===== config.mk =====
export PLATFORM = sky130hd
export DESIGN_NAME = ptld_div_chain
export DESIGN_NICKNAME = d
export VERILOG_FILES = /design/src/hw/rtl/ptld_div_cell.sv /design/src/hw/rtl/ptld_div_chain.sv
export SDC_FILE = /design/constraint.sdc
export NUM_CORES = 1
export LEC_CHECK = 0
export ABC_AREA = 1
export BUFFER_PORTS_ARGS = -buffer_cell sky130_fd_sc_hd__buf_2
export CAP_MARGIN = 20
export CORE_ASPECT_RATIO = 0.75
export CORE_UTILIZATION = 40
export CTS_CLUSTER_SIZE = 8
export DETAILED_ROUTE_END_ITERATION = 10
export MAX_ROUTING_LAYER = met4
export PLACE_DENSITY_LB_ADDON = 0.12
export SETUP_SLACK_MARGIN = 0.15
export SLEW_MARGIN = 20
export SYNTH_ARGS = -nofsm -noshare
export SYNTH_HDL_FRONTEND = slang
export SYNTH_HIERARCHICAL = 1
export SYNTH_SLANG_ARGS = --single-unit
export TNS_END_PERCENT = 10

===== constraint.sdc =====
create_clock -name clk -period 2.4 [get_ports clk]
set_input_delay 0.48 -clock clk [delete_from_list [all_inputs] [get_ports clk]]
set_output_delay 0.48 -clock clk [all_outputs]
set_load 0.02 [all_outputs]

===== src/hw/rtl/ptld_div_cell.sv =====
`timescale 1ns / 1ps
// ----------------------------------------------------------------------------
// ptld_div_cell
// One restoring division step: resolves quotient bit K of an unsigned divide.
// ----------------------------------------------------------------------------
module ptld_div_cell #(
  parameter int unsigned NW = 16,
  parameter int unsigned DW = 8,
  parameter int unsigned QW = 8,
  parameter int unsigned TW = 1,
  parameter int unsigned K  = 0
) (
  input  logic          clk,
  input  logic          rst_n,
  input  logic          en,
  input  logic          in_valid,
  input  logic [NW-1:0] in_rem,
  input  logic [DW-1:0] in_div,
  input  logic [QW-1:0] in_quo,
  input  logic [TW-1:0] in_tag,
  output logic          out_valid,
  output logic [NW-1:0] out_rem,
  output logic [DW-1:0] out_div,
  output logic [QW-1:0] out_quo,
  output logic [TW-1:0] out_tag
);

  localparam int unsigned CW = (DW + QW > NW) ? DW + QW : NW;

  logic [CW-1:0] rem_ext;
  logic [CW-1:0] trial;
  logic          fits;
  logic [NW-1:0] rem_nxt;
  logic [QW-1:0] quo_nxt;
  logic          valid_r;
  logic [NW-1:0] rem_r;
  logic [DW-1:0] div_r;
  logic [QW-1:0] quo_r;
  logic [TW-1:0] tag_r;

  // Compare the partial remainder with the divisor shifted to bit K.
  assign rem_ext = CW'(in_rem);
  assign trial   = CW'(in_div) << K;
  assign fits    = rem_ext >= trial;
  assign rem_nxt = fits ? NW'(rem_ext - trial) : in_rem;
  assign quo_nxt = in_quo | (QW'(fits) << K);

  // Beat valid.
  always_ff @(posedge clk) begin
    if (!rst_n) begin
      valid_r <= 1'b0;
    end else if (en) begin
      valid_r <= in_valid;
    end
  end

  // Payload handed on to the next cell.
  always_ff @(posedge clk) begin
    if (en) begin
      rem_r <= rem_nxt;
      div_r <= in_div;
      quo_r <= quo_nxt;
      tag_r <= in_tag;
    end
  end

  assign out_valid = valid_r;
  assign out_rem   = rem_r;
  assign out_div   = div_r;
  assign out_quo   = quo_r;
  assign out_tag   = tag_r;

endmodule


===== src/hw/rtl/ptld_div_chain.sv =====
`timescale 1ns / 1ps
// ----------------------------------------------------------------------------
// ptld_div_chain
// Row of division cells, one quotient bit per cell, most significant first.
// ----------------------------------------------------------------------------
module ptld_div_chain #(
  parameter int unsigned NW = 16,
  parameter int unsigned DW = 8,
  parameter int unsigned QW = 8,
  parameter int unsigned TW = 1
) (
  input  logic          clk,
  input  logic          rst_n,
  input  logic          en,
  input  logic          in_valid,
  input  logic [NW-1:0] in_num,
  input  logic [DW-1:0] in_div,
  input  logic [TW-1:0] in_tag,
  output logic          out_valid,
  output logic [NW-1:0] out_rem,
  output logic [DW-1:0] out_div,
  output logic [QW-1:0] out_quo,
  output logic [TW-1:0] out_tag
);

  logic [QW:0]   valid_w;
  logic [NW-1:0] rem_w [QW+1];
  logic [DW-1:0] div_w [QW+1];
  logic [QW-1:0] quo_w [QW+1];
  logic [TW-1:0] tag_w [QW+1];

  // Head of the row.
  assign valid_w[0] = in_valid;
  assign rem_w[0]   = in_num;
  assign div_w[0]   = in_div;
  assign quo_w[0]   = '0;
  assign tag_w[0]   = in_tag;

  // Cell i settles quotient bit QW-1-i.
  for (genvar i = 0; i < QW; i++) begin : g_cell
    ptld_div_cell #(
      .NW(NW), .DW(DW), .QW(QW), .TW(TW), .K(QW - 1 - i)
    ) u_cell (
      .clk      (clk),
      .rst_n    (rst_n),
      .en       (en),
      .in_valid (valid_w[i]),
      .in_rem   (rem_w[i]),
      .in_div   (div_w[i]),
      .in_quo   (quo_w[i]),
      .in_tag   (tag_w[i]),
      .out_valid(valid_w[i+1]),
      .out_rem  (rem_w[i+1]),
      .out_div  (div_w[i+1]),
      .out_quo  (quo_w[i+1]),
      .out_tag  (tag_w[i+1])
    );
  end

  assign out_valid = valid_w[QW];
  assign out_rem   = rem_w[QW];
  assign out_div   = div_w[QW];
  assign out_quo   = quo_w[QW];
  assign out_tag   = tag_w[QW];

endmodule


==> results.toml <==
[clock_tree]
cts_tree = "done"
cts.sinks = 272
clk_latency_ns = 0.55
clockBufferDepth = 3
hold_buffers = 0
numCtsBuffers = 39
path_clk_slew_ns = 0.05
cts-root-buf = "clkbuf_16"
htree_num_levels = 2

[timing]
hold_viol = 0
slew_headroom_pct = 62.35
setup_viol = 0
skew_ns = 0.02445
fin_crit_sh_pct = 94.75
grt_setup_unrepaired = "yes"
fin_setup_tns_ns = 0
fmax_mhz = 439.7
tightestPinTransition_ns = 0.5647
period_needed_ns = 2.274
drv_slew = 0
hold_ws_ns = 0.1073

[final_layout]
fillers = 3414
area_growth_pct = 14.19
drive_gt1_share_pct = 13.93
multi_input_area_mm2 = 0.005650
layoutNonFillerInstCount = 2233
layout_common_cells = "501 x nand2_1, 277 x inv_1, 264 x edfxtp_1, 109 x nand3_1, 101 x nor2_1"
ff_latch_area_mm2 = 0.008088
final_util_pct = 46.96
layout_commonest_cell = "nand2_1"
diodes = 0
final_nets = 1826

[global_routing]
grt-ovfl-total = 0
grt_start_max_net_pins = 77
antenna_found_initial = 0
grt_pass1_vias = 10260
grt_pass1_wl_um = 53740
grt_use_total_pct = 18.56

[critical_path]
critPathLaunchType = "flip-flop"
end_kind = "flip-flop"
regToRegEndpoint = "g_cell[1].u_cell/out_rem[15]"
path_max_fanout = 5
cp.required_ns = 2.67
cp-endpoint = "g_cell[1].u_cell/out_rem[15]"
rrSetupSlack_ns = 0.13
reg2reg_from = "g_cell[0].u_cell/out_div[7]"
rr_worst_depth = 8
critPathKind = "reg2reg"
crit_path_start = "g_cell[0].u_cell/out_div[7]"
critPathArrivalTime_ns = 2.54

[die]
initial_core_util_pct = 41.12
core_area_mm2 = 0.03626
io_pins = 63
die_h_um = 169.2
die-width_um = 225.0
fp-row-count = 60
die-area_mm2 = 0.03806

[power_and_ir_drop]
power.density_mw_per_mm2 = 981.0
comb_power_share_pct = 29.9
switching_share_pct = 34.49
leakage_nw = 7.728
netSwitchingPower_w = 0.005760
clockPowerShare_pct = 30.0
total_power_w = 0.01670
ir_drop_mv = 0.4346
p_seq_share_pct = 40.1
internal_power_w = 0.01094

[logic_synthesis]
synth_area_mm2 = 0.01491
synth_top_area_share_pct = 53.16
synth_top_area_cell = "edfxtp_1"
synth_cells = 1608
seq_area_frac_synth_pct = 54.24
avgSynthCellArea_um2 = 9.274
synthTopCellsByArea = "edfxtp_1 53%, nand2_1 13%, inv_1 7.0%, ha_1 5.4%, nand3_1 3.7%"
ys_types = 43
ys_warn_count = 6
synth-seq-cells = 272

[routing]
drc = 0
wirelength_um = 32680
top_layer = "met4"
avgViaCountPerCell = 4.684
drtPass1Iterations = 5
route.antenna.remaining_nets = 0
first_iter_violations = 675
wl_met1_um = 16840
vias = 10460
dr_wl_met3_um = 1303
route.met2.wl_um = 13910
wire_per_inst_um = 14.63

[flow_run]
max_cap_viol_count = 0

[placement]
dpl.cell_count = 2177
hpwlAfterDp_um = 24580
place_congestion = 0.8661
io_buffer_count = 62

[worst_hold_path]
min_path_type = "in2reg"

[outcome]
status = "complete, no violations"
power groups by stage:
stage	Sequential, W	Clock (W)	Combinational [W]
after global routing	0.00678	0.00537	0.00572
final	0.00670	0.00501	0.00500
after floorplan	0.00670	0	0.00370
after global placement	0.00679	0	0.00496
after CTS	0.00670	0.00520	0.00499
after detailed placement	0.00678	0	0.00496
synth_stat cells (all sizes together):
library cell  count
xor2             20
a21boi            2
nand3           121
nand4            21
nand2           545
xnor2            10
o21ai            30
edfxtp          264
and2              2
a21oi            57
dfxtp             8
nor2            122
nor3              6
o21bai            4
ha               64
o211ai            1
or2              11
fa                8
buf               7
inv             293
nand3b           10
clkinv            1
conb              1
metal layers:
layer / up-vias / track usage [%]
li1: 5407 / -
met1: 4831 / 26.27
met2: 174 / 27.43
met3: 47 / 3.030
met4: 0 / 5.294
met5: - / -
layout make-up:
class | count | share of cell area (%)
inverter | 294 | 6.510
multi-input combinational | 1042 | 33.18
timing repair buffer | 76 | 2.719
clock inverter | 3 | 0.4703
sequential | 272 | 47.50
clock buffer | 50 | 5.974
tap | 496 | 3.645
registers in the layout, indices dropped and copies added (netlist names):
| register | flops |
|---|---|
| g_cell.u_cell/out_rem | 128 |
| g_cell.u_cell/out_div | 64 |
| g_cell.u_cell/out_tag | 8 |
| g_cell.u_cell/out_quo | 64 |
| g_cell.u_cell/out_valid | 8 |
worst max-delay path: stages (launching register included):
cell and delay, ns:
edfxtp_1 0.41, inv_1 0.11, ha_1 0.41, inv_1 0.11, o21ai_0 0.23, nand2_1 0.08
nand3_1 0.13, nor2_1 0.07, a21oi_1 0.45
worst min-delay path by stage:
stage | startpoint | endpoint | slack, ns | depth (start not counted)
6_report | in_tag | g_cell[0].u_cell/out_tag | 0.11 | 1
5_1_grt | in_tag | g_cell[0].u_cell/out_tag | 0.08 | 1
4_1_cts | in_tag | g_cell[0].u_cell/out_tag | 0.07 | 1
3_5_place_dp | g_cell[0].u_cell/out_quo[1] | g_cell[1].u_cell/out_quo[1] | 0.40 | 0
3_3_place_gp | g_cell[0].u_cell/out_quo[1] | g_cell[1].u_cell/out_quo[1] | 0.40 | 0
2_1_floorplan | g_cell[0].u_cell/out_quo[0] | g_cell[1].u_cell/out_quo[0] | 0.40 | 0
cells by family after synthesis:
group	after synthesis	share of synthesized area, %
DFF	272	54.24
adders and majority gates	72	6.444
AOI/OAI and AO/OA	94	4.128
and+or+nand+nor	838	25.32
buffers and inverters	301	8.080
other	1	0.02515
xor gates and xnor gates	30	1.762
metrics by stage:
stage | cell area, um2 | worst slack (ns)
2_1_floorplan | 14940 | 0.4142
3_3_place_gp | 15900 | 0.1612
3_5_place_dp | 15900 | 0.2310
4_1_cts | 17000 | 0.2104
5_1_grt | 17030 | 0.07588
6_report | 17030 | 0.1259
timing repair:
item,4_1_cts,5_1_grt
buffers inserted,0,3
setup endpoints to repair,0,24
hold endpoints to repair,0,0
resized for setup,0,1
(Power assumes the default switching activity.)
