**src/hw/rtl/ptld_sqrt_cell.sv**
```systemverilog
`timescale 1ns / 1ps
// ----------------------------------------------------------------------------
// ptld_sqrt_cell
// One digit-recurrence square root step: resolves root bit K.
// ----------------------------------------------------------------------------
module ptld_sqrt_cell #(
  parameter int unsigned XW = 17,
  parameter int unsigned RW = 9,
  parameter int unsigned TW = 1,
  parameter int unsigned K  = 0
) (
  input  logic          clk,
  input  logic          rst_n,
  input  logic          en,
  input  logic          in_valid,
  input  logic [XW-1:0] in_rem,
  input  logic [RW-1:0] in_root,
  input  logic [TW-1:0] in_tag,
  output logic          out_valid,
  output logic [XW-1:0] out_rem,
  output logic [RW-1:0] out_root,
  output logic [TW-1:0] out_tag
);

  localparam int unsigned CW = (2 * RW > XW) ? 2 * RW : XW;

  logic [CW-1:0] rem_ext;
  logic [CW-1:0] trial;
  logic          fits;
  logic [XW-1:0] rem_nxt;
  logic [RW-1:0] root_nxt;
  logic          valid_r;
  logic [XW-1:0] rem_r;
  logic [RW-1:0] root_r;
  logic [TW-1:0] tag_r;

  // Setting bit K adds 2*root*2^K + 2^2K to the square; the two terms never overlap.
  assign rem_ext  = CW'(in_rem);
  assign trial    = (CW'(in_root) << (K + 1)) | (CW'(1) << (2 * K));
  assign fits     = rem_ext >= trial;
  assign rem_nxt  = fits ? XW'(rem_ext - trial) : in_rem;
  assign root_nxt = in_root | (RW'(fits) << K);

  // Beat valid.
  always_ff @(posedge clk) begin
    if (!rst_n) begin
      valid_r <= 1'b0;
    end else if (en) begin
      valid_r <= in_valid;
    end
  end

  // Payload handed on to the next cell.
  always_ff @(posedge clk) begin
    if (en) begin
      rem_r  <= rem_nxt;
      root_r <= root_nxt;
      tag_r  <= in_tag;
    end
  end

  assign out_valid = valid_r;
  assign out_rem   = rem_r;
  assign out_root  = root_r;
  assign out_tag   = tag_r;

endmodule

```
**src/hw/rtl/ptld_sqrt_chain.sv**
```systemverilog
`timescale 1ns / 1ps
// ----------------------------------------------------------------------------
// ptld_sqrt_chain
// Row of square root cells giving the floor of the root, one bit per cell.
// ----------------------------------------------------------------------------
module ptld_sqrt_chain #(
  parameter int unsigned XW = 17,
  parameter int unsigned RW = 9,
  parameter int unsigned TW = 1
) (
  input  logic          clk,
  input  logic          rst_n,
  input  logic          en,
  input  logic          in_valid,
  input  logic [XW-1:0] in_rad,
  input  logic [TW-1:0] in_tag,
  output logic          out_valid,
  output logic [XW-1:0] out_rem,
  output logic [RW-1:0] out_root,
  output logic [TW-1:0] out_tag
);

  logic [RW:0]   valid_w;
  logic [XW-1:0] rem_w  [RW+1];
  logic [RW-1:0] root_w [RW+1];
  logic [TW-1:0] tag_w  [RW+1];

  // Head of the row.
  assign valid_w[0] = in_valid;
  assign rem_w[0]   = in_rad;
  assign root_w[0]  = '0;
  assign tag_w[0]   = in_tag;

  // Cell i settles root bit RW-1-i.
  for (genvar i = 0; i < RW; i++) begin : g_cell
    ptld_sqrt_cell #(
      .XW(XW), .RW(RW), .TW(TW), .K(RW - 1 - i)
    ) u_cell (
      .clk      (clk),
      .rst_n    (rst_n),
      .en       (en),
      .in_valid (valid_w[i]),
      .in_rem   (rem_w[i]),
      .in_root  (root_w[i]),
      .in_tag   (tag_w[i]),
      .out_valid(valid_w[i+1]),
      .out_rem  (rem_w[i+1]),
      .out_root (root_w[i+1]),
      .out_tag  (tag_w[i+1])
    );
  end

  assign out_valid = valid_w[RW];
  assign out_rem   = rem_w[RW];
  assign out_root  = root_w[RW];
  assign out_tag   = tag_w[RW];

endmodule

```
**config.mk**
```make
export PLATFORM = sky130hd
export DESIGN_NAME = ptld_sqrt_chain
export DESIGN_NICKNAME = d
export VERILOG_FILES = /design/src/hw/rtl/ptld_sqrt_cell.sv /design/src/hw/rtl/ptld_sqrt_chain.sv
export SDC_FILE = /design/constraint.sdc
export NUM_CORES = 1
export LEC_CHECK = 0
export ABC_AREA = 1
export ABC_CLOCK_PERIOD_IN_PS = 3800
export BUFFER_PORTS_ARGS = -buffer_cell sky130_fd_sc_hd__buf_2
export CORE_ASPECT_RATIO = 1.5
export CORE_UTILIZATION = 45
export CTS_CLUSTER_DIAMETER = 120
export CTS_CLUSTER_SIZE = 24
export DETAILED_ROUTE_END_ITERATION = 8
export SLEW_MARGIN = 10
export SYNTH_ARGS = -nofsm -noshare
export SYNTH_HDL_FRONTEND = slang
export SYNTH_HIERARCHICAL = 1
export SYNTH_SLANG_ARGS = --single-unit
```
**constraint.sdc**
```tcl
create_clock -name clk -period 3.8 [get_ports clk]
set_input_delay 0.76 -clock clk [delete_from_list [all_inputs] [get_ports clk]]
set_output_delay 0.76 -clock clk [all_outputs]
set_load 0.03 [all_outputs]
```
==> results of run 1 <==
-- metrics by stage --
| stage | util | hold WS [ns] | setup WS [ns] | power [W] |
|---|---|---|---|---|
| 2_1_floorplan | - | 0.400 | 1.84 | 0.00658 |
| 3_3_place_gp | 0.480 | 0.401 | 1.45 | 0.00742 |
| 3_5_place_dp | 0.480 | 0.405 | 1.45 | 0.00747 |
| 4_1_cts | 0.492 | 0.409 | 1.44 | 0.00910 |
| 5_1_grt | 0.492 | 0.405 | 1.26 | 0.00967 |
| 6_report | 0.492 | 0.422 | 1.43 | 0.00901 |
-- cell type report --
type	count	area (sq um)
Sequential cell	252	7480
Clock inverter	2	15.0
Clock buffer	18	387
Tap cell	420	526
Fill cell	3185	17000
Multi-Input combinational cell	1248	6540
Timing Repair Buffer	52	303
Inverter	322	1210
-- final timing paths --
kind / start / end / slack, ns
min reg2reg: g_cell[3].u_cell/out_root[3] / g_cell[4].u_cell/out_root[3] / 0.42
max reg2reg: g_cell[3].u_cell/out_rem[5] / g_cell[4].u_cell/out_root[4] / 1.43
min: g_cell[3].u_cell/out_root[3] / g_cell[4].u_cell/out_root[3] / 0.42
max: g_cell[3].u_cell/out_rem[5] / g_cell[4].u_cell/out_root[4] / 1.43
-- power breakdown --
part           switching (W)  total (W)  internal (W)
Combinational        0.00223    0.00339       0.00115
Sequential          0.000333    0.00401       0.00368
Clock               0.000887    0.00162      0.000730
-- cells by family after synthesis --
logic type      Yosys count  share of synthesized area
fa+ha+maj                83                     0.0717
other cells               1                   0.000245
compound gates           70                     0.0298
xor+xnor                 39                     0.0223
simple gates           1038                      0.298
buf+inv                 338                     0.0895
flops                   252                      0.488
-- registers in the layout (all words and copies together) (netlist names) --
signal,count
g_cell.u_cell/out_rem,153
g_cell.u_cell/out_root,81
g_cell.u_cell/out_tag,9
g_cell.u_cell/out_valid,9
-- cells in the final DEF (no fill, tap or decap), types with 12 or more instances in the layout --
cell type / synthesis / final
sky130_fd_sc_hd__a21oi_1: 31 / 31
sky130_fd_sc_hd__nand3_2: 12 / 12
sky130_fd_sc_hd__xor2_1: 29 / 29
sky130_fd_sc_hd__nand2_2: 49 / 49
sky130_fd_sc_hd__ha_1: 75 / 75
sky130_fd_sc_hd__conb_1: 1 / 18
sky130_fd_sc_hd__nor2_1: 135 / 135
sky130_fd_sc_hd__nand3_1: 100 / 100
sky130_fd_sc_hd__nor2_2: 17 / 17
sky130_fd_sc_hd__clkbuf_16: 0 / 15
sky130_fd_sc_hd__a21oi_2: 17 / 17
sky130_fd_sc_hd__o21ai_0: 14 / 14
sky130_fd_sc_hd__edfxtp_1: 243 / 243
sky130_fd_sc_hd__inv_1: 300 / 300
sky130_fd_sc_hd__buf_2: 6 / 48
sky130_fd_sc_hd__nand2_1: 642 / 642
sky130_fd_sc_hd__nand4_1: 53 / 53
sky130_fd_sc_hd__inv_2: 19 / 19
-- per-layer routing --
metal	vias to the layer above	GRT usage	wire, um
met3	107	0.0158	679
met2	179	0.458	21400
li1	5908	-	-
met5	-	0	0
met1	5285	0.173	11400
met4	0	0.124	2080
-- critical path: stages, from the launching register on --
cell and delay, ns:
sky130_fd_sc_hd__edfxtp_1 0.40, sky130_fd_sc_hd__inv_1 0.07, sky130_fd_sc_hd__ha_1 0.14, sky130_fd_sc_hd__inv_1 0.07
sky130_fd_sc_hd__fa_1 0.43, sky130_fd_sc_hd__nand3_1 0.12, sky130_fd_sc_hd__nand2_2 0.08, sky130_fd_sc_hd__nand3_1 0.08
sky130_fd_sc_hd__nand3_1 0.08, sky130_fd_sc_hd__nor2_2 0.54, sky130_fd_sc_hd__nand2_1 0.09
==> impl_summary.log, run 1 <==
[metrics] weighted congestion reported at the end of routability-driven placement: 0.929
[metrics] most area-hungry cell type in the Yosys netlist: sky130_fd_sc_hd__edfxtp_1
[metrics] Initial DRC Count: 461
[metrics] final net count: around 2,000
[metrics] largest net degree at the start of global routing: between 100 and 150
[metrics] post-route cell area: 16,500 sq um
[metrics] die area: ~35,000 sq um
[metrics] worst rel slew slack: 0.546
[metrics] maximum operating frequency: between 400 and 500 MHz
[metrics] share of final-layout standard cells stronger than drive strength 1: 0.108
[metrics] hold violation count in the final report: 0
[metrics] post-synthesis cell type count: between 40 and 50
[metrics] Critical Path Fanout Max: 13
[metrics] number of clock buffers inserted by TritonCTS: 14
[metrics] final count of negative-setup-slack endpoints: 0
[metrics] Synth warnings: 6
[metrics] residual overflow from global routing: 0
[metrics] cell area after synthesis: 15,300 sq um
[metrics] cell count after placement: about 2,300
[metrics] number of cell rows: 82
[metrics] Worst Path Class, Setup: flip-flop to flip-flop
[metrics] ratio of final minimum period to clock period: 0.624
[metrics] number of antenna violations at the first check in global routing: 0
[metrics] RSZ-0062 raised after global routing: no
[metrics] placement-stage cell area: about 16,000 sq um
[metrics] Max Root-Sink Buffers: 3
[metrics] accumulated negative setup slack: 0 ns
[metrics] WP data required: roughly 4.0 ns
[metrics] Remaining DRCs: 0
[metrics] Post-Synthesis Cells: about 1,800
[metrics] GRT Overall Usage: 0.210
[metrics] cell types with the highest counts after synthesis: sky130_fd_sc_hd__nand2_1 (642), sky130_fd_sc_hd__inv_1 (300), sky130_fd_sc_hd__edfxtp_1 (243)
[metrics] path category of the worst min-delay check: flip-flop to flip-flop
[metrics] count of pins over their slew limit: 0
[metrics] post-cts gate resize count: 0
[metrics] sequential-to-total area share from yosys stat: 0.488
[metrics] number of H-tree branching levels: 1
[metrics] total detailed-routing wirelength: ~36,000 um
[metrics] clock tree from TritonCTS: yes
[metrics] Post-Synthesis Mean Instance Area: 8.41 sq um
[metrics] arrival time reported for the critical path endpoint: ~2.6 ns
[metrics] share of synthesized registers carrying an async set or reset: 0
[metrics] top-level I/O count: 50
[metrics] buffer cell driving the clock tree root: sky130_fd_sc_hd__clkbuf_16
[metrics] Max rail drop VDD: 0.272 mV
[metrics] Pwr Density: between 500 and 600 nW/um^2
[metrics] predominant post-synthesis flop cell: sky130_fd_sc_hd__edfxtp_1
[metrics] number of cell instances on the worst register-to-register path: 10
[metrics] number of cells on the worst hold path: 0
[metrics] via count of the first global-routing pass: between 10,000 and 15,000
[metrics] result of the run: finished, final reports clean
[metrics] Leakage Power: roughly 7.9 nW
[metrics] global-route wire length before repair: about 57,000 um
[metrics] relative area change from synthesis to final layout: 7.40%
[metrics] latest clock arrival within the worst-skew pair: ~0.5 ns
[metrics] die width: 153 um
[metrics] Avg WL per Cell: about 15 um
[metrics] minimum period implied by the final worst setup slack: roughly 2.4 ns
[metrics] Detail Placement HPWL: between 20,000 and 30,000 um
[metrics] leading cell types by total area after synthesis: sky130_fd_sc_hd__edfxtp_1 (48%), sky130_fd_sc_hd__nand2_1 (16%), sky130_fd_sc_hd__inv_1 (7.3%)
[metrics] category of the worst setup path capture point: flip-flop
[metrics] portion of synthesized cell area occupied by the leading cell type: 0.476
[metrics] CORE AREA: ~33,000 sq um
[metrics] initial cell density of the core: 0.458
[metrics] Via density: between 4 and 5
[metrics] fin cells: 2,314
[metrics] Max Cap Viol: 0
[metrics] Antenna Diode Count: 0
[metrics] antenna viol nets, final: 0
[metrics] number of setup buffers added after CTS: 0
[metrics] clock sinks: about 250
[metrics] Initial DRT Pass Iterations: 6
[metrics] most frequent cell after synthesis: sky130_fd_sc_hd__nand2_1
[metrics] die span in y: 228 um
[metrics] number of synthesized register bits: 252
[metrics] Post-synth EDFFs: between 200 and 250
[metrics] Clock Skews: between 0.015 and 0.02 ns
[metrics] Buffers on Ports: just under 50
[metrics] cts-stage hold buffer count: 0
[metrics] Via Count: 11,500
[metrics] crit path launch type: flip-flop
[metrics] clock transition at the registers of the reported paths: ~0.10 ns
[metrics] transition time of the tightest slew-check pin: around 0.7 ns
Power figures use the tool's default switching activity.
==> run 2: changes to the inputs <==
--- a/config.mk
+++ b/config.mk
@@ -6,7 +6,7 @@
 export NUM_CORES = 1
 export LEC_CHECK = 0
 export ABC_AREA = 1
-export ABC_CLOCK_PERIOD_IN_PS = 3800
+export ABC_CLOCK_PERIOD_IN_PS = 2350
 export BUFFER_PORTS_ARGS = -buffer_cell sky130_fd_sc_hd__buf_2
 export CORE_ASPECT_RATIO = 1.5
 export CORE_UTILIZATION = 45
==> constraint.sdc (replaced) <==
create_clock -name clk -period 2.35 [get_ports clk]
set_input_delay 0.47 -clock clk [delete_from_list [all_inputs] [get_ports clk]]
set_output_delay 0.47 -clock clk [all_outputs]
set_load 0.03 [all_outputs]
==> impl_summary.log, run 2 (synthesis gave the netlist of run 1 again) <==
[metrics] clock transition at the registers of the reported paths: 0.09 ns (was 0.10 ns)
[metrics] die span in y: 228 um (unchanged)
[metrics] Initial DRT Pass Iterations: 9 (was 6)
[metrics] violations in the final reports: design-rule violations
[metrics] Hold Worst Slack: 0.137 ns (was 0.422 ns)
[metrics] transition time of the tightest slew-check pin: 0.506 ns (was 0.680 ns)
[metrics] number of cell instances on the worst register-to-register path: 13 (was 10)
[metrics] Initial DRC Count: 496 (was 461)
[metrics] clock tree from TritonCTS: yes (unchanged)
[metrics] via count of the first global-routing pass: 12,100 (was 11,700)
[metrics] final count of negative-setup-slack endpoints: 0 (unchanged)
[metrics] Buffers on Ports: 49 (unchanged)
[metrics] total detailed-routing wirelength: 37,300 um (was 35,600 um)
[metrics] Via density: 4.95 (was 4.96)
[metrics] destination of the worst hold path: g_cell[0].u_cell/out_tag (was g_cell[4].u_cell/out_root[3])
[metrics] Remaining DRCs: 3 (was 0)
[metrics] cell mode on critical path: sky130_fd_sc_hd__nand2_2 (was sky130_fd_sc_hd__nand3_1)
[metrics] GRT Overall Usage: 0.221 (was 0.210)
[metrics] pre-CTS setup slack: 0.111 ns (was 1.45 ns)
[metrics] top-level I/O count: 50 (unchanged)
[metrics] Via Count: 11,600 (was 11,500)
[metrics] initial cell density of the core: 0.458 (unchanged)
[metrics] CORE AREA: 33,400 sq um (unchanged)
[metrics] HP Start: in_tag (was g_cell[3].u_cell/out_root[3])
[metrics] die area: 34,800 sq um (unchanged)
[metrics] crit-path max cell delay: 0.45 ns (was 0.54 ns)
[metrics] number of H-tree branching levels: 1 (unchanged)
[metrics] Detail Placement HPWL: 30,200 um (was 28,700 um)
[metrics] Critical Path, Cell by Cell: ha_1, inv_1, ha_1, nand3_1, nand3_2, nand2_2, nand2_2, nand2_2, inv_2, nor2_4, buf_4, nand2_2, nand2_1 (was inv_1, ha_1, inv_1, fa_1, nand3_1, nand2_2, nand3_1, nand3_1, nor2_2, nand2_1)
[metrics] clock sinks: 252 (unchanged)
[metrics] maximum operating frequency: 459 MHz (was 422 MHz)
[metrics] PnR worst setup slack: 0.169 ns (was 1.43 ns)
[metrics] commonest non-fill, non-tap cell in the layout: sky130_fd_sc_hd__nand2_1 (unchanged)
[metrics] Worst Path Class, Setup: flip-flop to flip-flop (unchanged)
[metrics] largest net degree at the start of global routing: 56 (was 105)
[metrics] buffer cell driving the clock tree root: sky130_fd_sc_hd__clkbuf_16 (unchanged)
[metrics] minimum period implied by the final worst setup slack: 2.18 ns (was 2.37 ns)
[metrics] global-route wire length before repair: 59,400 um (was 57,000 um)
[metrics] worst rel slew slack: 0.662 (was 0.546)
[metrics] post-layout total power: 0.0148 W (was 0.00901 W)
[metrics] Avg WL per Cell: 15.9 um (was 15.4 um)
[metrics] most used cells in the layout excluding fill and tap cells: sky130_fd_sc_hd__nand2_1 (642), sky130_fd_sc_hd__inv_1 (300), sky130_fd_sc_hd__edfxtp_1 (243), sky130_fd_sc_hd__nor2_1 (135), sky130_fd_sc_hd__nand3_1 (100) (unchanged)
[metrics] relative area change from synthesis to final layout: 9.05% (was 7.40%)
[metrics] Leakage Power: 8.05 nW (was 7.91 nW)
[metrics] residual overflow from global routing: 0 (unchanged)
[metrics] Max Cap Viol: 0 (unchanged)
[metrics] Max rail drop VDD: 0.558 mV (was 0.272 mV)
[metrics] count of pins over their slew limit: 0 (unchanged)
[metrics] latest clock arrival within the worst-skew pair: 0.51 ns (about the same)
[metrics] hold violation count in the final report: 0 (unchanged)
[metrics] antenna viol nets, final: 0 (unchanged)
[metrics] Max Root-Sink Buffers: 3 (unchanged)
[metrics] Clock Skews: 0.0315 ns (was 0.0163 ns)
[metrics] arrival time reported for the critical path endpoint: 2.44 ns (was 2.61 ns)
[metrics] number of antenna violations at the first check in global routing: 0 (unchanged)
[metrics] share of final-layout standard cells stronger than drive strength 1: 0.119 (was 0.108)
[metrics] WP data required: 2.61 ns (was 4.04 ns)
[metrics] result of the run: complete, but fails checks (was finished, final reports clean)
[metrics] number of clock buffers inserted by TritonCTS: 14 (unchanged)
[metrics] ratio of final minimum period to clock period: 0.928 (was 0.624)
[metrics] path category of the worst min-delay check: primary input to flip-flop (was flip-flop to flip-flop)
[metrics] weighted congestion reported at the end of routability-driven placement: 0.953 (was 0.929)
[metrics] worst r2r dst: g_cell[6].u_cell/out_rem[9] (was g_cell[4].u_cell/out_root[4])
[metrics] Critical Path Fanout Max: 8 (was 13)
[metrics] Antenna Diode Count: 0 (unchanged)
[metrics] die width: 153 um (unchanged)
[metrics] r2r setup slk: 0.17 ns (was 1.43 ns)
[metrics] category of the worst setup path capture point: flip-flop (unchanged)
[metrics] number of cells on the worst hold path: 1 (was 0)
[metrics] final net count: 2,019 (was 1,995)
[metrics] number of cell rows: 82 (unchanged)
[metrics] crit path launch type: flip-flop (unchanged)
[metrics] cell with the largest stage delay on the worst path: sky130_fd_sc_hd__edfxtp_1 (was sky130_fd_sc_hd__nor2_2)
[metrics] flip-flop count of the largest register, all copies and words added: 153 (unchanged)
[metrics] startpoint of the worst-slack reg-to-reg timing path: g_cell[5].u_cell/out_root[0] (was g_cell[3].u_cell/out_rem[5])
[metrics] Pwr Density: 886 nW/um^2 (was 548 nW/um^2)
==> run 2: cell types whose count changed in the layout (fill, tap and decap cells not counted) <==
| cell | previous run | this run |
|---|---|---|
| sky130_fd_sc_hd__inv_6 | 1 | 0 |
| sky130_fd_sc_hd__nand3_4 | 3 | 5 |
| sky130_fd_sc_hd__fa_1 | 8 | 7 |
| sky130_fd_sc_hd__clkinv_8 | 0 | 1 |
| sky130_fd_sc_hd__buf_4 | 1 | 21 |
| sky130_fd_sc_hd__nand3_2 | 12 | 10 |
| sky130_fd_sc_hd__fa_2 | 0 | 1 |
| sky130_fd_sc_hd__inv_4 | 2 | 1 |
| sky130_fd_sc_hd__clkbuf_1 | 3 | 4 |
| sky130_fd_sc_hd__buf_12 | 2 | 6 |
==> run 2: stage by stage <==
stage / TNS [ns] / instances / instance area [sq um] / util
final: 0 / 2338 / 16700 / 0.500
after CTS: 0 / 2338 / 16700 / 0.499
after detailed placement: 0 / 2318 / 16300 / 0.487
after global placement: 0 / 2318 / 16300 / 0.487
after global routing: -0.00100 / 2338 / 16700 / 0.500
after floorplan: 0 / 1838 / 15400 / -
==> run 2: how the worst max path moves through the flow <==
stage	from	to	slack, ns	depth (start not counted)
2_1_floorplan	g_cell[3].u_cell/out_rem[5]	g_cell[4].u_cell/out_root[4]	0.40	11
3_3_place_gp	g_cell[1].u_cell/out_rem[7]	g_cell[2].u_cell/out_rem[13]	0.14	12
3_5_place_dp	g_cell[1].u_cell/out_rem[7]	g_cell[2].u_cell/out_rem[13]	0.11	12
4_1_cts	g_cell[1].u_cell/out_rem[7]	g_cell[2].u_cell/out_rem[13]	0.09	12
5_1_grt	g_cell[5].u_cell/out_root[0]	g_cell[6].u_cell/out_rem[9]	-0.001	13
6_report	g_cell[5].u_cell/out_root[0]	g_cell[6].u_cell/out_rem[9]	0.17	13
==> run 2: power breakdown <==
group          internal (W)  leakage, nW  switching, W
Clock               0.00119        0.196       0.00145
Combinational       0.00196         5.43       0.00375
Sequential          0.00594         2.43      0.000515
Total               0.00909         8.05       0.00571
==> run 2: layer usage <==
layer | global-route usage | wire length [um]
met5 | 0 | 0
met4 | 0.161 | 2850
met3 | 0.0205 | 809
met2 | 0.483 | 22600
met1 | 0.170 | 11000
==> run 2: layout make-up <==
type	count	area, sq um
Clock buffer	19	390
Clock inverter	1	16.3
Fill cell	3206	16700
Inverter	322	1210
Multi-Input combinational cell	1248	6560
Sequential cell	252	7480
Tap cell	420	526
Timing Repair Buffer	76	533
==> run 2: critical path, delay by kind of cell, from the launching register on <==
family	cells	cell delay, ns
adder cells (fa/ha/maj)	2	0.46
buffers and inverters	3	0.40
flip-flops	1	0.45
AND/OR/NAND/NOR	8	0.64
==> run 2: timing repair <==
| item | 4_1_cts | 5_1_grt |
|---|---|---|
| endpoints found under the setup margin | 0 | 10 |
| hold buffers | 0 | 0 |
| hold endpoints to repair | 0 | 0 |
| resized for setup | 0 | 3 |
| setup buffers | 0 | 0 |
==> run 3: changes to the inputs <==
--- a/config.mk
+++ b/config.mk
@@ -9,10 +9,11 @@
 export ABC_CLOCK_PERIOD_IN_PS = 2350
 export BUFFER_PORTS_ARGS = -buffer_cell sky130_fd_sc_hd__buf_2
 export CORE_ASPECT_RATIO = 1.5
-export CORE_UTILIZATION = 45
+export CORE_UTILIZATION = 64
 export CTS_CLUSTER_DIAMETER = 120
 export CTS_CLUSTER_SIZE = 24
 export DETAILED_ROUTE_END_ITERATION = 8
+export PLACE_DENSITY = 0.82
 export SLEW_MARGIN = 10
 export SYNTH_ARGS = -nofsm -noshare
 export SYNTH_HDL_FRONTEND = slang
==> impl_summary.log, run 3 (synthesis gave the netlist of run 1 again) <==
[metrics] final net count: 2,012 (was 2,019)
[metrics] Max Cap Viol: 0 (unchanged)
[metrics] path category of the worst min-delay check: primary input to flip-flop (unchanged)
[metrics] number of cell rows: 69 (was 82)
[metrics] Clock Skews: 0.0290 ns (was 0.0315 ns)
[metrics] GRT Overall Usage: 0.311 (was 0.221)
[metrics] share of final-layout standard cells stronger than drive strength 1: 0.116 (was 0.119)
[metrics] fin cells: 2,230 (was 2,338)
[metrics] die span in y: 192 um (was 228 um)
[metrics] cell count after placement: 2,210 (was 2,318)
[metrics] clock tree from TritonCTS: yes (unchanged)
[metrics] residual overflow from global routing: 0 (unchanged)
[metrics] number of H-tree branching levels: 1 (unchanged)
[metrics] pre-CTS setup slack: 0.0923 ns (was 0.111 ns)
[metrics] minimum period implied by the final worst setup slack: 2.22 ns (was 2.18 ns)
[metrics] via count of the first global-routing pass: 12,000 (was 12,100)
[metrics] met3 wirelength from detailed routing: 1090 um (was 809 um)
[metrics] total detailed-routing wirelength: 36,700 um (was 37,300 um)
[metrics] top-level I/O count: 50 (unchanged)
[metrics] Pwr Density: 894 nW/um^2 (was 886 nW/um^2)
[metrics] number of setup buffers added after CTS: 0 (unchanged)
[metrics] worst rel slew slack: 0.663 (was 0.662)
[metrics] Remaining DRCs: 0 (was 3)
[metrics] crit path launch type: flip-flop (unchanged)
[metrics] final count of negative-setup-slack endpoints: 0 (unchanged)
[metrics] CORE AREA: 23,600 sq um (was 33,400 sq um)
[metrics] Max rail drop VDD: 0.624 mV (was 0.558 mV)
[metrics] antenna viol nets, final: 0 (unchanged)
[metrics] result of the run: finished, final reports clean (was complete, but fails checks)
[metrics] latest clock arrival within the worst-skew pair: 0.51 ns (about the same)
[metrics] post-layout util: 0.701 (was 0.500)
[metrics] Top Metal Used: met4 (unchanged)
[metrics] RSZ-0062 raised after global routing: yes
[metrics] WP data required: 2.61 ns (about the same)
[metrics] net switching power figure: 0.00571 W (about the same)
[metrics] post-layout total power: 0.0148 W (about the same)
[metrics] arrival time reported for the critical path endpoint: 2.48 ns (was 2.44 ns)
[metrics] die area: 24,600 sq um (was 34,800 sq um)
[metrics] most used cells in the layout excluding fill and tap cells: sky130_fd_sc_hd__nand2_1 (642), sky130_fd_sc_hd__inv_1 (300), sky130_fd_sc_hd__edfxtp_1 (243), sky130_fd_sc_hd__nor2_1 (135), sky130_fd_sc_hd__nand3_1 (100) (unchanged)
[metrics] end of the critical path: g_cell[6].u_cell/out_rem[16] (was g_cell[6].u_cell/out_rem[9])
[metrics] flip-flop count of the largest register, all copies and words added: 153 (unchanged)
[metrics] clock transition at the registers of the reported paths: 0.10 ns (was 0.09 ns)
[metrics] met2 wire length: 20,900 um (was 22,600 um)
[metrics] Buffers on Ports: 49 (unchanged)
[metrics] largest net degree at the start of global routing: 76 (was 56)
[metrics] commonest non-fill, non-tap cell in the layout: sky130_fd_sc_hd__nand2_1 (unchanged)
[metrics] number of cell instances on the worst register-to-register path: 13 (unchanged)
[metrics] Detail Placement HPWL: 29,100 um (was 30,200 um)
[metrics] Antenna Diode Count: 0 (unchanged)
[metrics] global-route wire length before repair: 57,900 um (was 59,400 um)
[metrics] die width: 128 um (was 153 um)
[metrics] hold violation count in the final report: 0 (unchanged)
[metrics] Leakage Power: 8.01 nW (was 8.05 nW)
[metrics] Initial DRT Pass Iterations: 5 (was 9)
[metrics] Initial DRC Count: 612 (was 496)
[metrics] Avg WL per Cell: 16.4 um (was 15.9 um)
[metrics] maximum operating frequency: 450 MHz (was 459 MHz)
[metrics] Worst Path Class, Setup: flip-flop to flip-flop (unchanged)
[metrics] Logic pwr share: 0.385 (was 0.386)
[metrics] number of antenna violations at the first check in global routing: 0 (unchanged)
[metrics] startpoint of the worst-slack reg-to-reg timing path: g_cell[5].u_cell/out_rem[3] (was g_cell[5].u_cell/out_root[0])
[metrics] buffer cell driving the clock tree root: sky130_fd_sc_hd__clkbuf_16 (unchanged)
[metrics] transition time of the tightest slew-check pin: 0.506 ns (about the same)
[metrics] weighted congestion reported at the end of routability-driven placement: 0.981 (was 0.953)
[metrics] initial cell density of the core: 0.650 (was 0.458)
[metrics] Int Pwr: 0.00906 W (was 0.00909 W)
[metrics] count of pins over their slew limit: 0 (unchanged)
[metrics] Sequential Power Share: 0.440 (was 0.436)
[metrics] number of clock buffers inserted by TritonCTS: 14 (unchanged)
[metrics] worst r2r dst: g_cell[6].u_cell/out_rem[16] (was g_cell[6].u_cell/out_rem[9])
[metrics] switching fraction of total power: 0.387 (was 0.386)
[metrics] PnR worst setup slack: 0.126 ns (was 0.169 ns)
[metrics] category of the worst setup path capture point: flip-flop (unchanged)
[metrics] startpoint of the worst setup timing path: g_cell[5].u_cell/out_rem[3] (was g_cell[5].u_cell/out_root[0])
[metrics] ratio of final minimum period to clock period: 0.946 (was 0.928)
[metrics] relative area change from synthesis to final layout: 7.88% (was 9.05%)
[metrics] Via Count: 11,900 (was 11,600)
[metrics] Via density: 5.34 (was 4.95)
[metrics] Critical Path Fanout Max: 8 (unchanged)
[metrics] detailed-routing wirelength on met1: 11,500 um (was 11,000 um)
[metrics] Max Root-Sink Buffers: 3 (unchanged)
[metrics] clock sinks: 252 (unchanged)
[metrics] part of the power in the clock network: 0.175 (was 0.178)
[metrics] r2r setup slk: 0.13 ns (was 0.17 ns)
## run 3: metal layers
| metal | track usage | vias up |
|---|---|---|
| li1 | - | 5942 |
| met1 | 0.262 | 5499 |
| met2 | 0.631 | 307 |
| met3 | 0.0344 | 151 |
| met4 | 0.249 | 0 |
| met5 | 0 | - |
## run 3: final cells by class
| cell class | count | area, sq um |
|---|---|---|
| multi-input combinational | 1248 | 6560 |
| fill | 1871 | 7040 |
| inverter | 322 | 1210 |
| tap | 319 | 399 |
| clock inverter | 1 | 16.3 |
| sequential | 252 | 7480 |
| timing repair buffer | 69 | 480 |
| clock buffer | 19 | 390 |
## run 3: worst min path at each step
stage	startpoint	endpoint	slack [ns]	cells past startpoint
2_1_floorplan	g_cell[0].u_cell/out_root[6]	g_cell[1].u_cell/out_root[6]	0.40	0
3_3_place_gp	g_cell[0].u_cell/out_tag	g_cell[1].u_cell/out_tag	0.40	0
3_5_place_dp	g_cell[0].u_cell/out_tag	g_cell[1].u_cell/out_tag	0.40	0
4_1_cts	in_tag	g_cell[0].u_cell/out_tag	0.14	1
5_1_grt	in_tag	g_cell[0].u_cell/out_tag	0.13	1
6_report	in_tag	g_cell[0].u_cell/out_tag	0.14	1
## run 3: worst max-delay path: stages (launching register included)
cell	delay, ns
sky130_fd_sc_hd__edfxtp_1	0.41
sky130_fd_sc_hd__inv_1	0.08
sky130_fd_sc_hd__ha_1	0.15
sky130_fd_sc_hd__inv_1	0.08
sky130_fd_sc_hd__ha_1	0.24
sky130_fd_sc_hd__nand3_1	0.12
sky130_fd_sc_hd__nand3_2	0.16
sky130_fd_sc_hd__nand2_2	0.12
sky130_fd_sc_hd__nand2_2	0.06
sky130_fd_sc_hd__nand2_2	0.10
sky130_fd_sc_hd__inv_2	0.06
sky130_fd_sc_hd__nor2_4	0.20
sky130_fd_sc_hd__buf_12	0.17
sky130_fd_sc_hd__a21oi_2	0.03
## run 3: power groups by stage
stage / logic, W / registers (W) / clock network, W
6_report: 0.00569 / 0.00649 / 0.00259
5_1_grt: 0.00644 / 0.00656 / 0.00276
4_1_cts: 0.00564 / 0.00648 / 0.00262
3_5_place_dp: 0.00561 / 0.00658 / 0
3_3_place_gp: 0.00550 / 0.00656 / 0
2_1_floorplan: 0.00408 / 0.00656 / 0
## run 3: stage by stage
stage                     TNS [ns]  hold slack [ns]  instance area, sq um
after detailed placement         0            0.405                 16100
after global routing        -0.117            0.133                 16500
final                            0            0.142                 16500
after floorplan                  0            0.400                 15400
after CTS                        0            0.137                 16500
after global placement           0            0.402                 16100
## run 3: timing repair
action,4_1_cts,5_1_grt
hold buffers,0,0
gates resized for setup,0,3
endpoints found under the setup margin,0,13
